$ cat config.mk
export PLATFORM = sky130hd
export DESIGN_NAME = vnc_out_fifo
export DESIGN_NICKNAME = d
export VERILOG_FILES = /design/src/vnc_pkg.sv /design/src/vnc_out_fifo.sv
export SDC_FILE = /design/constraint.sdc
export NUM_CORES = 1
export LEC_CHECK = 0
export ABC_AREA = 1
export BUFFER_PORTS_ARGS = -buffer_cell sky130_fd_sc_hd__buf_2
export CORE_MARGIN = 2
export CORE_UTILIZATION = 51
export DETAILED_ROUTE_END_ITERATION = 6
export PLACE_DENSITY = 0.75
export RECOVER_POWER = 50
export SLEW_MARGIN = 25
export SYNTH_ARGS = -nofsm -noshare
export SYNTH_HDL_FRONTEND = slang
export SYNTH_SLANG_ARGS = --single-unit
$ cat constraint.sdc
create_clock -name clk_i -period 1.95 [get_ports clk_i]
set_input_delay 0.195 -clock clk_i [delete_from_list [all_inputs] [get_ports clk_i]]
set_output_delay 0.195 -clock clk_i [all_outputs]
set_load 0.02 [all_outputs]
$ cat src/vnc_pkg.sv
package vnc_pkg;

  // Default sizing
  localparam int LatticeDimDef = 256;
  localparam int ImageDimDef   = 512;
  localparam int WeightBitsDef = 10;

  // Fixed field widths
  localparam int CsW   = 10;
  localparam int ValW  = 16;
  localparam int WgtW  = 17;

  localparam longint unsigned Q30One    = 64'd1073741824;
  localparam longint unsigned HalfPiQ30 = 64'd1686629713;

  typedef enum logic {
    OP_LOAD = 1'b0,
    OP_EVAL = 1'b1
  } op_e;

  typedef enum logic [1:0] {
    REG_AMPLITUDE = 2'd0,
    REG_CELL_X    = 2'd1,
    REG_CELL_Y    = 2'd2
  } cfg_reg_e;

  typedef struct packed {
    op_e         operation;
    logic [7:0]  lattice_x;
    logic [7:0]  lattice_y;
    logic [15:0] unit_random;
    logic [8:0]  pixel_x;
    logic [8:0]  pixel_y;
    logic [15:0] prior_value;
  } in_item_t;

  typedef struct packed {
    logic [15:0] pixel_value;
    logic        saturated;
  } out_item_t;

  // Per-item control travelling alongside the dividers
  typedef struct packed {
    logic        vld;
    op_e         op;
    logic [15:0] prior;
    logic [15:0] ld_val;
    logic [7:0]  ld_x;
    logic [7:0]  ld_y;
  } side_t;

  // sin^2(pi*t/2) in Q0.16, Taylor series in Q2.30; elaboration only
  function automatic longint unsigned half_weight(longint unsigned t);
    longint unsigned a, x2, r, s, sq;
    a  = (t * HalfPiQ30) >> 16;
    x2 = (a * a) >> 30;
    r  = Q30One;
    r  = Q30One - ((x2 * r) >> 30) / 110;
    r  = Q30One - ((x2 * r) >> 30) / 72;
    r  = Q30One - ((x2 * r) >> 30) / 42;
    r  = Q30One - ((x2 * r) >> 30) / 20;
    r  = Q30One - ((x2 * r) >> 30) / 6;
    s  = (a * r) >> 30;
    sq = (s * s) >> 30;
    return (sq + 64'd8192) >> 14;
  endfunction

  // Cosine weight table entry, Q1.16 (0..65536)
  function automatic logic [WgtW-1:0] weight_of(int idx, int wbits);
    longint unsigned t;
    longint unsigned w;
    t = longint'(idx & ((1 << wbits) - 1)) << (16 - wbits);
    if (t <= 64'd32768) begin
      w = half_weight(t);
    end else begin
      w = 64'd65536 - half_weight(64'd65536 - t);
    end
    return w[WgtW-1:0];
  endfunction

  // a*(1-w) + b*w, rounded, written as a + (b-a)*w
  function automatic logic [ValW-1:0] blend(logic [ValW-1:0] a, logic [ValW-1:0] b,
                                            logic [WgtW-1:0] w);
    logic signed [17:0] diff;
    logic signed [35:0] prod;
    logic signed [35:0] s;
    diff = signed'({2'b00, b}) - signed'({2'b00, a});
    prod = 36'(diff) * 36'(signed'({1'b0, w}));
    s    = signed'({4'b0000, a, 16'h0000}) + prod + 36'sd32768;
    return s[31:16];
  endfunction

endpackage

$ cat src/vnc_out_fifo.sv
module vnc_out_fifo (
  input  logic                clk_i,
  input  logic                rst_ni,
  input  logic                push_i,
  input  vnc_pkg::out_item_t  data_i,
  output logic                full_o,
  output logic                out_valid_o,
  input  logic                out_ready_i,
  output vnc_pkg::out_item_t  out_data_o
);
  import vnc_pkg::*;

  out_item_t  mem_q [2];
  logic       wr_ptr_q, wr_ptr_d;
  logic       rd_ptr_q, rd_ptr_d;
  logic [1:0] cnt_q, cnt_d;
  logic       pop;

  assign full_o      = (cnt_q == 2'd2);
  assign out_valid_o = (cnt_q != 2'd0);
  assign out_data_o  = mem_q[rd_ptr_q];
  assign pop         = out_valid_o && out_ready_i;

  // Pointer and fill bookkeeping
  always_comb begin
    wr_ptr_d = push_i ? ~wr_ptr_q : wr_ptr_q;
    rd_ptr_d = pop ? ~rd_ptr_q : rd_ptr_q;
    cnt_d    = cnt_q + {1'b0, push_i} - {1'b0, pop};
  end

  always_ff @(posedge clk_i or negedge rst_ni) begin
    if (!rst_ni) begin
      wr_ptr_q <= 1'b0;
      rd_ptr_q <= 1'b0;
      cnt_q    <= 2'd0;
    end else begin
      wr_ptr_q <= wr_ptr_d;
      rd_ptr_q <= rd_ptr_d;
      cnt_q    <= cnt_d;
    end
  end

  always_ff @(posedge clk_i) begin
    if (push_i) begin
      mem_q[wr_ptr_q] <= data_i;
    end
  end

  a_no_overflow: assert property (@(posedge clk_i) disable iff (!rst_ni)
    !(push_i && full_o && !pop)) else $error("result buffer overflow");
  a_cnt_range: assert property (@(posedge clk_i) disable iff (!rst_ni)
    cnt_q != 2'd3) else $error("result buffer count out of range");

endmodule

# Word level (Yosys, flattened, before mapping)

Memories as Yosys holds them, arrays and structs flattened.
Cells that the tools add are included.

Add/subtract/negate cells: 2
Equal/unequal tests: 1
Mux-type cells: 2
Bitwise gates (word level): 2
Reduce and logical (&&, ||, !) cells: 2

Operators by type and width:

| operator                              | number |
|---|---|
| adder 2 x 1 -> 2 bit                  | 1 |
| == test 2 bit (second input constant) | 1 |
| two-way mux 1 bit                     | 2 |
| NOT 1 bit                             | 2 |
| nonzero test 2 bit                    | 1 |
| subtractor 2 x 1 -> 2 bit             | 1 |
| logical AND 1 bit                     | 1 |

Flip-flop bits (word level): 4
Memory bits (writable): 34
Input bits: 21
Output and inout bits: 19
Logic and storage cells: 13
Memories kept: 1

Memories:

| name  | words | bits a word | read ports | clocked after Yosys merged registers in | wr ports | RTL line           | RTL |
|---|---|---|---|---|---|---|---|
| mem_q | 2     | 17          | 1          | 0                                       | 1        | vnc_out_fifo.sv:13 | `out_item_t mem_q [2];` |

# Longest topological paths before layout

Depth after elaboration: 3
Depth in mapped cells: 10

# Worst setup path after synthesis

No wires, ideal clock.

Kind: register -> register
From: register wr_ptr_q
To: memory mem_q[0][0] (netlist name), enable pin
Library setup time: 0.391 ns
Arrival: 1.145 ns
Required time: 1.559 ns
Slack: 0.414 ns
Cell stages (with the launch flop): 2
Buffers on the path: 0
Clock period less this slack: 1.536 ns
Cells stage by stage: dfrtp_1 -> nor2_1

RTL lines:

| what                     | RTL line           | RTL |
|---|---|---|
| start: declaration       | vnc_out_fifo.sv:14 | `logic wr_ptr_q, wr_ptr_d;` |
| start signal: assignment | vnc_out_fifo.sv:37 | `wr_ptr_q <= wr_ptr_d;` |
| end: declaration         | vnc_out_fifo.sv:13 |  |

Straight into the memory's write port.

# Final worst setup path

From: register wr_ptr_q
To: memory mem_q[0][3] (netlist name), enable pin

Straight into the memory's write port.

==> results.json <==
{
  "yosys-top-cells-count": "56 x nand2_1, 34 x edfxtp_1, 8 x inv_1, 5 x nand2_2, 4 x dfrtp_1",
  "initial_core_util_pct": 54.0,
  "clk_pin_slew_ns": 0.11,
  "min_period_over_period_pct": 84.1,
  "ant_nets": 0,
  "wl_um": 2520,
  "yosys.area_share.simple_pct": 17.4,
  "cts_sinks": 38,
  "avgSynthCellArea_um2": 12.6,
  "drive_gt1_share_pct": 29.3,
  "yosys_warnings": 0,
  "globalRoute.totalOverflow": 0,
  "dp_hpwl_um": 1840,
  "post_drt_wl_per_cell_um": 12.7,
  "rows": 19,
  "crit_type": "reg -> reg",
  "antenna_found_initial": 0,
  "grt_pass1_wl_um": 3860,
  "syn_to_final_growth_pct": 19.0,
  "vdd_drop_max_mv": 0.921,
  "die_h_um": 58.0,
  "critPathLaunchType": "flop",
  "clk_latency_ns": 0.32,
  "synth_cell_types": 13,
  "pre_cts_ws_ns": 0.495,
  "core_mm2": 0.00276,
  "nFillCells": 220,
  "drt_pass1_iterations": 4,
  "crit_arrival_ns": 1.59,
  "fin_setup_tns_ns": 0,
  "cp.required_ns": 1.90,
  "end_kind": "flop",
  "fin_cells": 198,
  "grt_pass1_vias": 950,
  "hold_viol": 0,
  "yosys.area.top_type_share_pct": 68.6,
  "async_flop_share_pct": 10.5,
  "setup_viol": 0,
  "grt_usage_pct": 15.9,
  "drc": 0,
  "cts_tree": "done",
  "postSynthCellCount": 118,
  "io_pins": 40,
  "maxSlewViolCount": 0,
  "synthMuxAreaShare_pct": 0,
  "synth_compound_area_share_pct": 0,
  "numCtsBuffers": 5,
  "fin_ws_ns": 0.310,
  "grt_max_degree": 19,
  "io_buffers": 39,
  "synth.most_common_cell": "nand2_1",
  "dieArea_mm2": 0.00337,
  "synth_top_family_by_area": "simple AND/OR/NAND/NOR gates",
  "status": "completed",
  "synth_top_cell_by_area": "edfxtp_1",
  "via_per_inst": 4.87,
  "maxCapViolations": 0,
  "drtIter0Drc": 13,
  "p_leak_nw": 0.810,
  "die_w_um": 58.0,
  "pwr_density_cell_mw_per_mm2": 1460,
  "hold_path_class": "in -> reg",
  "seq_area_frac_synth_pct": 75.3,
  "worst_slew_pin_slew_ns": 0.982,
  "antennaDiodeCount": 0,
  "place.gp.congestion": 0.732,
  "clock_path_buffers": 2,
  "crit_fanout": 17,
  "layout_min_cycle_time_ns": 1.64,
  "fin_nets": 189,
  "multi_input_area_um2": 293,
  "ff_latch_area_mm2": 0.00112,
  "vias": 965,
  "netlist_area_mm2": 0.00149,
  "synth_fp_nets": 141,
  "ys_top_cells_by_area": "edfxtp_1 69%, nand2_1 14%, dfrtp_1 6.7%",
  "dpl.cell_count": 189,
  "max_freq_mhz": 610,
  "synthAdderAreaFrac_pct": 1.68,
  "synth_ff_type": "edfxtp_1",
  "skew_ns": 0.00382,
  "rsz0062_at_grt": "no",
  "htreeDepth": 2,
  "synth_edf_count": 34,
  "clockRootBuffer": "clkbuf_4",
  "power_mw": 2.59,
  "ys_ff_latch": 38,
  "synthXorXnorAreaFrac_pct": 0.588,
  "max_slew_margin_pct": 34.5
}
placed cells by master, fill, tap and decap left out:
master	instances
inv_8	1
dlygate4sd3_1	1
ha_1	2
clkinvlp_4	1
clkbuf_1	7
nor2_1	2
clkinv_1	1
clkinv_2	1
dfrtp_1	4
inv_1	8
nand2_1	56
nand2_2	5
buf_2	33
nand3_1	2
edfxtp_1	34
xor2_1	1
clkbuf_4	5
buf_4	3
critical path: stages (launching register included):
cell	delay [ns]
dfrtp_1	0.43
nor2_1	0.11
clkbuf_1	0.74
what timing repair did:
| action | in CTS | in global routing |
|---|---|---|
| hold buffers | 1 | 0 |
| gates resized for setup | 0 | 0 |
| setup buffers | 0 | 0 |
| hold endpoints to repair | 4 | 0 |
sequential cells by signal (all words and copies together) (netlist names):
| name | flops |
|---|---|
| wr_ptr_q | 1 |
| cnt_q | 2 |
| rd_ptr_q | 1 |
| mem_q | 34 |
area by class of cell:
cell class / instances / area share (%)
Inverter: 9 / 2.33
Clock buffer: 5 / 2.12
Clock inverter: 3 / 0.918
Sequential cell: 38 / 63.3
Tap cell: 31 / 2.19
Timing Repair Buffer: 44 / 12.6
Multi-Input combinational cell: 68 / 16.5
report_power, final:
part	internal, mW	total, mW	switching, mW
Combinational	0.330	1.04	0.706
Sequential	1.09	1.19	0.0926
Clock	0.134	0.371	0.237
through the flow:
stage / cell area, um^2 / utilization (%) / hold WS, ns
floorplan: 1490 / - / -0.101
global placement: 1720 / 62.3 / 0.00359
detailed placement: 1720 / 62.3 / 0.00242
CTS: 1780 / 64.7 / 0.0433
global route: 1770 / 64.2 / 0.0278
finish: 1770 / 64.2 / 0.0540
metal layers:
metal	vias up	wire [um]	share of wire, %	GRT usage [%]
met2	29	1420	56	28.7
met4	0	56	2.2	8.31
met5	-	0	0	0
met1	447	924	37	16.1
li1	483	-	-	-
met3	6	123	4.9	5.13
worst paths after layout:
kind / cells after the start / end / startpoint / slack (ns)
min in group asynchronous: 2 / cnt_q[0] / rst_ni / 0.23
min: 1 / mem_q[0][9] / data_i[9] / 0.05
max reg2reg: 2 / mem_q[0][3] / wr_ptr_q / 0.31
min reg2reg: 1 / wr_ptr_q / wr_ptr_q / 0.52
max in group asynchronous: 2 / rd_ptr_q / rst_ni / 1.55
max: 2 / mem_q[0][3] / wr_ptr_q / 0.31
cell families after synthesis:
group         Yosys count
simple gates           65
xor+xnor                1
buf+inv                12
flops                  38
fa+ha+maj               2
Power figures use the tool's default switching activity.
