==> config.mk <==
export PLATFORM = sky130hd
export DESIGN_NAME = vnc_divider
export DESIGN_NICKNAME = d
export VERILOG_FILES = /design/src/vnc_pkg.sv /design/src/vnc_divider.sv
export SDC_FILE = /design/constraint.sdc
export NUM_CORES = 1
export LEC_CHECK = 0
export BUFFER_PORTS_ARGS = -buffer_cell sky130_fd_sc_hd__buf_2
export CAP_MARGIN = 10
export CORE_UTILIZATION = 60
export DETAILED_ROUTE_END_ITERATION = 8
export GPL_TIMING_DRIVEN = 0
export PLACE_DENSITY = 0.77
export SYNTH_ARGS = -nofsm -noshare
export SYNTH_HDL_FRONTEND = slang
export SYNTH_SLANG_ARGS = --single-unit
==> constraint.sdc <==
create_clock -name clk_i -period 5.4 [get_ports clk_i]
set_clock_uncertainty 0.05 [all_clocks]
set_input_delay 0.54 -clock clk_i [delete_from_list [all_inputs] [get_ports clk_i]]
set_output_delay 0.54 -clock clk_i [all_outputs]
set_load 0.02 [all_outputs]
==> src/vnc_pkg.sv <==
package vnc_pkg;

  // Default sizing
  localparam int LatticeDimDef = 256;
  localparam int ImageDimDef   = 512;
  localparam int WeightBitsDef = 10;

  // Fixed field widths
  localparam int CsW   = 10;
  localparam int ValW  = 16;
  localparam int WgtW  = 17;

  localparam longint unsigned Q30One    = 64'd1073741824;
  localparam longint unsigned HalfPiQ30 = 64'd1686629713;

  typedef enum logic {
    OP_LOAD = 1'b0,
    OP_EVAL = 1'b1
  } op_e;

  typedef enum logic [1:0] {
    REG_AMPLITUDE = 2'd0,
    REG_CELL_X    = 2'd1,
    REG_CELL_Y    = 2'd2
  } cfg_reg_e;

  typedef struct packed {
    op_e         operation;
    logic [7:0]  lattice_x;
    logic [7:0]  lattice_y;
    logic [15:0] unit_random;
    logic [8:0]  pixel_x;
    logic [8:0]  pixel_y;
    logic [15:0] prior_value;
  } in_item_t;

  typedef struct packed {
    logic [15:0] pixel_value;
    logic        saturated;
  } out_item_t;

  // Per-item control travelling alongside the dividers
  typedef struct packed {
    logic        vld;
    op_e         op;
    logic [15:0] prior;
    logic [15:0] ld_val;
    logic [7:0]  ld_x;
    logic [7:0]  ld_y;
  } side_t;

  // sin^2(pi*t/2) in Q0.16, Taylor series in Q2.30; elaboration only
  function automatic longint unsigned half_weight(longint unsigned t);
    longint unsigned a, x2, r, s, sq;
    a  = (t * HalfPiQ30) >> 16;
    x2 = (a * a) >> 30;
    r  = Q30One;
    r  = Q30One - ((x2 * r) >> 30) / 110;
    r  = Q30One - ((x2 * r) >> 30) / 72;
    r  = Q30One - ((x2 * r) >> 30) / 42;
    r  = Q30One - ((x2 * r) >> 30) / 20;
    r  = Q30One - ((x2 * r) >> 30) / 6;
    s  = (a * r) >> 30;
    sq = (s * s) >> 30;
    return (sq + 64'd8192) >> 14;
  endfunction

  // Cosine weight table entry, Q1.16 (0..65536)
  function automatic logic [WgtW-1:0] weight_of(int idx, int wbits);
    longint unsigned t;
    longint unsigned w;
    t = longint'(idx & ((1 << wbits) - 1)) << (16 - wbits);
    if (t <= 64'd32768) begin
      w = half_weight(t);
    end else begin
      w = 64'd65536 - half_weight(64'd65536 - t);
    end
    return w[WgtW-1:0];
  endfunction

  // a*(1-w) + b*w, rounded, written as a + (b-a)*w
  function automatic logic [ValW-1:0] blend(logic [ValW-1:0] a, logic [ValW-1:0] b,
                                            logic [WgtW-1:0] w);
    logic signed [17:0] diff;
    logic signed [35:0] prod;
    logic signed [35:0] s;
    diff = signed'({2'b00, b}) - signed'({2'b00, a});
    prod = 36'(diff) * 36'(signed'({1'b0, w}));
    s    = signed'({4'b0000, a, 16'h0000}) + prod + 36'sd32768;
    return s[31:16];
  endfunction

endpackage

==> src/vnc_divider.sv <==
module vnc_divider #(
  parameter int QuotBits = 19
) (
  input  logic                       clk_i,
  input  logic                       adv_i,
  input  logic [QuotBits-1:0]        dividend_i,
  input  logic [vnc_pkg::CsW-1:0]    divisor_i,
  output logic [QuotBits-1:0]        quot_o
);
  import vnc_pkg::*;

  // Restoring long division, one quotient bit per stage
  logic [CsW-1:0]      rem_q [QuotBits];
  logic [QuotBits-1:0] quo_q [QuotBits];
  logic [QuotBits-1:0] dvd_q [QuotBits];
  logic [CsW-1:0]      dvs_q [QuotBits];

  for (genvar k = 0; k < QuotBits; k++) begin : g_stage
    logic [CsW-1:0]      rem_in;
    logic [QuotBits-1:0] quo_in;
    logic [QuotBits-1:0] dvd_in;
    logic [CsW-1:0]      dvs_in;
    logic [CsW:0]        trial;
    logic                qbit;
    logic [CsW:0]        rem_next;

    if (k == 0) begin : g_first
      assign rem_in = '0;
      assign quo_in = '0;
      assign dvd_in = dividend_i;
      assign dvs_in = divisor_i;
    end else begin : g_next
      assign rem_in = rem_q[k-1];
      assign quo_in = quo_q[k-1];
      assign dvd_in = dvd_q[k-1];
      assign dvs_in = dvs_q[k-1];
    end

    assign trial    = {rem_in, dvd_in[QuotBits-1]};
    assign qbit     = (trial >= {1'b0, dvs_in});
    assign rem_next = qbit ? (trial - {1'b0, dvs_in}) : trial;

    always_ff @(posedge clk_i) begin
      if (adv_i) begin
        rem_q[k] <= rem_next[CsW-1:0];
        quo_q[k] <= {quo_in[QuotBits-2:0], qbit};
        dvd_q[k] <= {dvd_in[QuotBits-2:0], 1'b0};
        dvs_q[k] <= dvs_in;
      end
    end
  end

  assign quot_o = quo_q[QuotBits-1];

endmodule

=== Word level (Yosys, flattened, before mapping) ===
Memory sizes are Yosys's and may differ from the RTL's.
Cells that the tools add are included.

* $add $sub $neg: 19
* Order comparisons: 19
* Muxes and demuxes: 21

{| class="wikitable"
|+ Operators with widths
! kind !! number
|-
| >= comparator 11 x 10 -> 1 bit || 18
|-
| 2-to-1 mux 10 bit || 19
|-
| subtractor 10 bit || 18
|-
| >= comparator 1 x 10 -> 1 bit || 1
|-
| subtractor 1 x 10 -> 10 bit || 1
|-
| 2-to-1 mux 1 bit || 2
|}

* Register bits: 0
* RAM bits: 1,083
* Bits of input ports: 31
* Output and inout bits: 19
* Memories kept: 4

{| class="wikitable"
|+ Memories
! memory !! depth !! bits a word !! read ports !! clocked after memory_dff !! wr ports !! RTL line !! source
|-
| quo_q || 19 || 19 || 19 || 0 || 19 || vnc_divider.sv:14 || <nowiki>logic [QuotBits-1:0] quo_q [QuotBits];</nowiki>
|-
| dvd_q || 19 || 18 || 18 || 0 || 19 || vnc_divider.sv:15 || <nowiki>logic [QuotBits-1:0] dvd_q [QuotBits];</nowiki>
|-
| dvs_q || 19 || 10 || 18 || 0 || 19 || vnc_divider.sv:16 || <nowiki>logic [CsW-1:0] dvs_q [QuotBits];</nowiki>
|-
| rem_q || 19 || 10 || 18 || 0 || 19 || vnc_divider.sv:13 || <nowiki>logic [CsW-1:0] rem_q [QuotBits];</nowiki>
|}

=== Logic depth before layout (Yosys ltp) ===
An unclocked memory read counts as a cell.

* Depth after elaboration: 3
* Gate-level depth with buffers: 11

=== Worst setup path before layout ===
No wires, ideal clock.

* Kind: flip-flop to flip-flop
* From: memory rem_q[0][0]
* To: memory rem_q[1][8], data pin
* Library setup time: 0.262 ns
* Data arrival time: 2.327 ns
* Required time: 5.088 ns
* Path slack: 2.761 ns
* Cell stages (with the launch flop): 10
* Path buffers: 1
* Clock period less this slack: 2.639 ns
* Cell sequence: edfxtp_1 > ha_1 > nor2b_1 > o31a_1 > o21a_1 > a41oi_1 > o21ai_1 > a211o_1 > buf_6 > mux2_1

{| class="wikitable"
|+ RTL lines
! item !! RTL line
|-
| start: declaration || vnc_divider.sv:13
|}

==> reports/qor.yml <==
run_status:
  status: "complete, no violations"
logic_synthesis:
  synth_cell_type_count: 51
  yosys_warnings: 0
  ys.flop_type: "edfxtp_1"
  syn_area_per_cell_um2: 14.7
  synth.cell_area_um2: 31400
  ys_seq_area_share_pct: 68.9
  ys_seq_elements: 721
  syn_inst: 2141
  synth_edf_count: 721
  synthArstFlopShare_pct: 0
  synth_nets: 2371
timing:
  max-slew-margin-rel_pct: 43.4
  rsz0062_at_grt: "false"
  holdWs_ns: 0.0568
  maxSlewViolCount: 0
  worst-slew-pin-transition_ns: 0.849
  fmax_mhz: 315
  fin_crit_ns: 3.17
  setup_ws_ns: 2.23
  setup_viol: 0
  finalHoldViolCount: 0
  min_period_over_period_pct: 58.7
setup_path:
  crit_arrival_ns: 3.44
  cp.required_ns: 5.67
  crit_type: "reg2reg"
  startpoint_type: "flop"
  cp_max_fo: 10
  end_kind: "flop"
clock_network:
  clk_pin_slew_ns: 0.06
  cts_buffers: 74
  cts_hold_buffers: 0
  root_buffer: "clkbuf_16"
  cts.sinks: 721
  clock_path_buffers: 3
  clock_latency_ns: 0.60
  htreeDepth: 3
  cts_tree: "built"
  post_cts_buffers: 0
  cts_resized: 0
floorplan:
  rows: 83
  floorplan.io_pins: 50
  coreArea_um2: 51500
  die_width_um: 231
  initial_core_util_pct: 61.0
  chipHeight_um: 231
  dieArea_um2: 53300
power_and_ir_drop:
  p_total_mw: 18.5
  switching_share_pct: 30.3
  ir_drop_mv: 0.334
  p_comb_share_pct: 31.0
  power_switching_mw: 5.61
  power.share.clock_pct: 25.4
  seqPwrFrac_pct: 43.5
  p_leak_nw: 13.5
  powerDensity_nw_per_um2: 530
  p_int_mw: 12.9
grt:
  grt_max_degree: 139
  gr-total-overflow: 0
  antenna_found_initial: 0
  grt_pass1_wl_um: 82400
  grtUsageTotal_pct: 19.4
  first_global_vias: 17138
final_layout:
  nNetsFinal: 2501
  drive_gt1_share_pct: 11.2
  area_growth_pct: 11.1
  fill_cells: 3507
  seqCellArea_um2: 21700
  n_antenna_cell: 0
  fin_util_pct: 67.8
  multiInputGateArea_um2: 8870
  layout_commonest_cell: "edfxtp_1"
  final_cell_mix: "edfxtp_1, inv_1, ha_1"
routing:
  detail_route.wl_per_cell_um: 16.7
  wirelength_um: 50300
  num_vias: 16905
  ant_nets: 0
  drtIter0Drc: 1149
  drc: 0
  routed_via_density: 5.62
  detail_route.first_pass.iterations: 6
flow_run:
  drv_cap: 0
placed_design:
  dp_hpwl_um: 34000
  pre_cts_slack_ns: 2.25
  gp_congestion: 0.878
  port_buffers: 49
hold_path:
  hold_path.class: "in2reg"
-- per-layer routing --
layer / track usage (%) / share of wire [%] / wire, um / vias up
met2: 34.4 / 52 / 26000 / 375
li1: - / - / - / 8192
met3: 3.38 / 4.1 / 2060 / 121
met5: 0 / 0 / 0 / -
met1: 22.8 / 41 / 20500 / 8217
met4: 9.09 / 3.4 / 1710 / 0
-- flip-flops by register name, indices dropped and copies added (netlist names) --
| register | count |
|---|---|
| quo_q | 190 |
| dvs_q | 180 |
| rem_q | 180 |
| dvd_q | 171 |
-- through the flow --
| stage | TNS, ns | instances | cell area (um^2) |
|---|---|---|---|
| final | 0 | 3006 | 34900 |
| after CTS | 0 | 3006 | 34900 |
| after detailed placement | 0 | 2875 | 32700 |
| after global placement | -4873.41 | 2870 | 32500 |
| after global routing | 0 | 3006 | 34900 |
| after floorplan | 0 | 2141 | 31400 |
-- kinds of logic (layout without fill, tap and decap cells) --
family	after synthesis	count (layout)	synth area share, %
DFF	721	721	68.9
AOI/OAI and AO/OA	419	419	7.88
and+or+nand+nor	353	353	5.06
buffers and inverters	237	422	2.92
adders and majority gates	199	199	8.33
xor gates and xnor gates	110	110	3.06
muxes	102	102	3.88
-- power groups by stage --
stage          Sequential (mW)  Combinational, mW  Clock [mW]
2_1_floorplan             7.99               4.39           0
5_1_grt                   8.15               6.37        5.08
6_report                  8.06               5.75        4.71
3_3_place_gp              8.24               5.37           0
4_1_cts                   8.06               5.71        4.86
3_5_place_dp              8.17               5.66           0
-- area by class of cell --
| class | instances | area share, % |
|---|---|---|
| Tap cell | 680 | 2.44 |
| Sequential cell | 721 | 62.0 |
| Clock buffer | 93 | 5.57 |
| Clock inverter | 38 | 0.853 |
| Timing Repair Buffer | 54 | 1.12 |
| Multi-Input combinational cell | 1183 | 25.4 |
| Inverter | 214 | 2.30 |
| Buffer | 23 | 0.330 |
-- cells in the mapped netlist (25+ instances only) --
| master | count | share of area, % |
|---|---|---|
| ha_1 | 182 | 7.2 |
| mux2_2 | 67 | 2.4 |
| inv_1 | 214 | 2.6 |
| xnor2_1 | 65 | 1.8 |
| a21o_1 | 34 | 0.81 |
| xor2_1 | 45 | 1.3 |
| a211oi_1 | 25 | 0.60 |
| edfxtp_1 | 721 | 69 |
| nand2_1 | 105 | 1.3 |
| o21ai_0 | 119 | 1.9 |
| a21oi_1 | 152 | 2.4 |
| nor2_1 | 134 | 1.6 |
-- final timing paths --
kind / slack (ns) / from / cells after the start / to
hold / removal: 0.06 / dividend_i[14] / 1 / dvd_q[0][14]
setup reg to reg: 2.23 / rem_q[10][0] / 8 / rem_q[11][6]
hold reg to reg: 0.36 / quo_q[1][0] / 0 / quo_q[2][1]
setup / recovery: 2.23 / rem_q[10][0] / 8 / rem_q[11][6]
-- worst max-delay path: stages, from the launching register on --
cell	delay, ns
edfxtp_1	0.44
ha_1	0.33
nor2b_1	0.15
nor3_1	0.20
o21bai_1	0.14
a31o_2	0.31
o21ai_1	0.59
clkbuf_1	0.46
o21ai_0	0.22
Note: power is estimated with default switching activity, not from simulation.
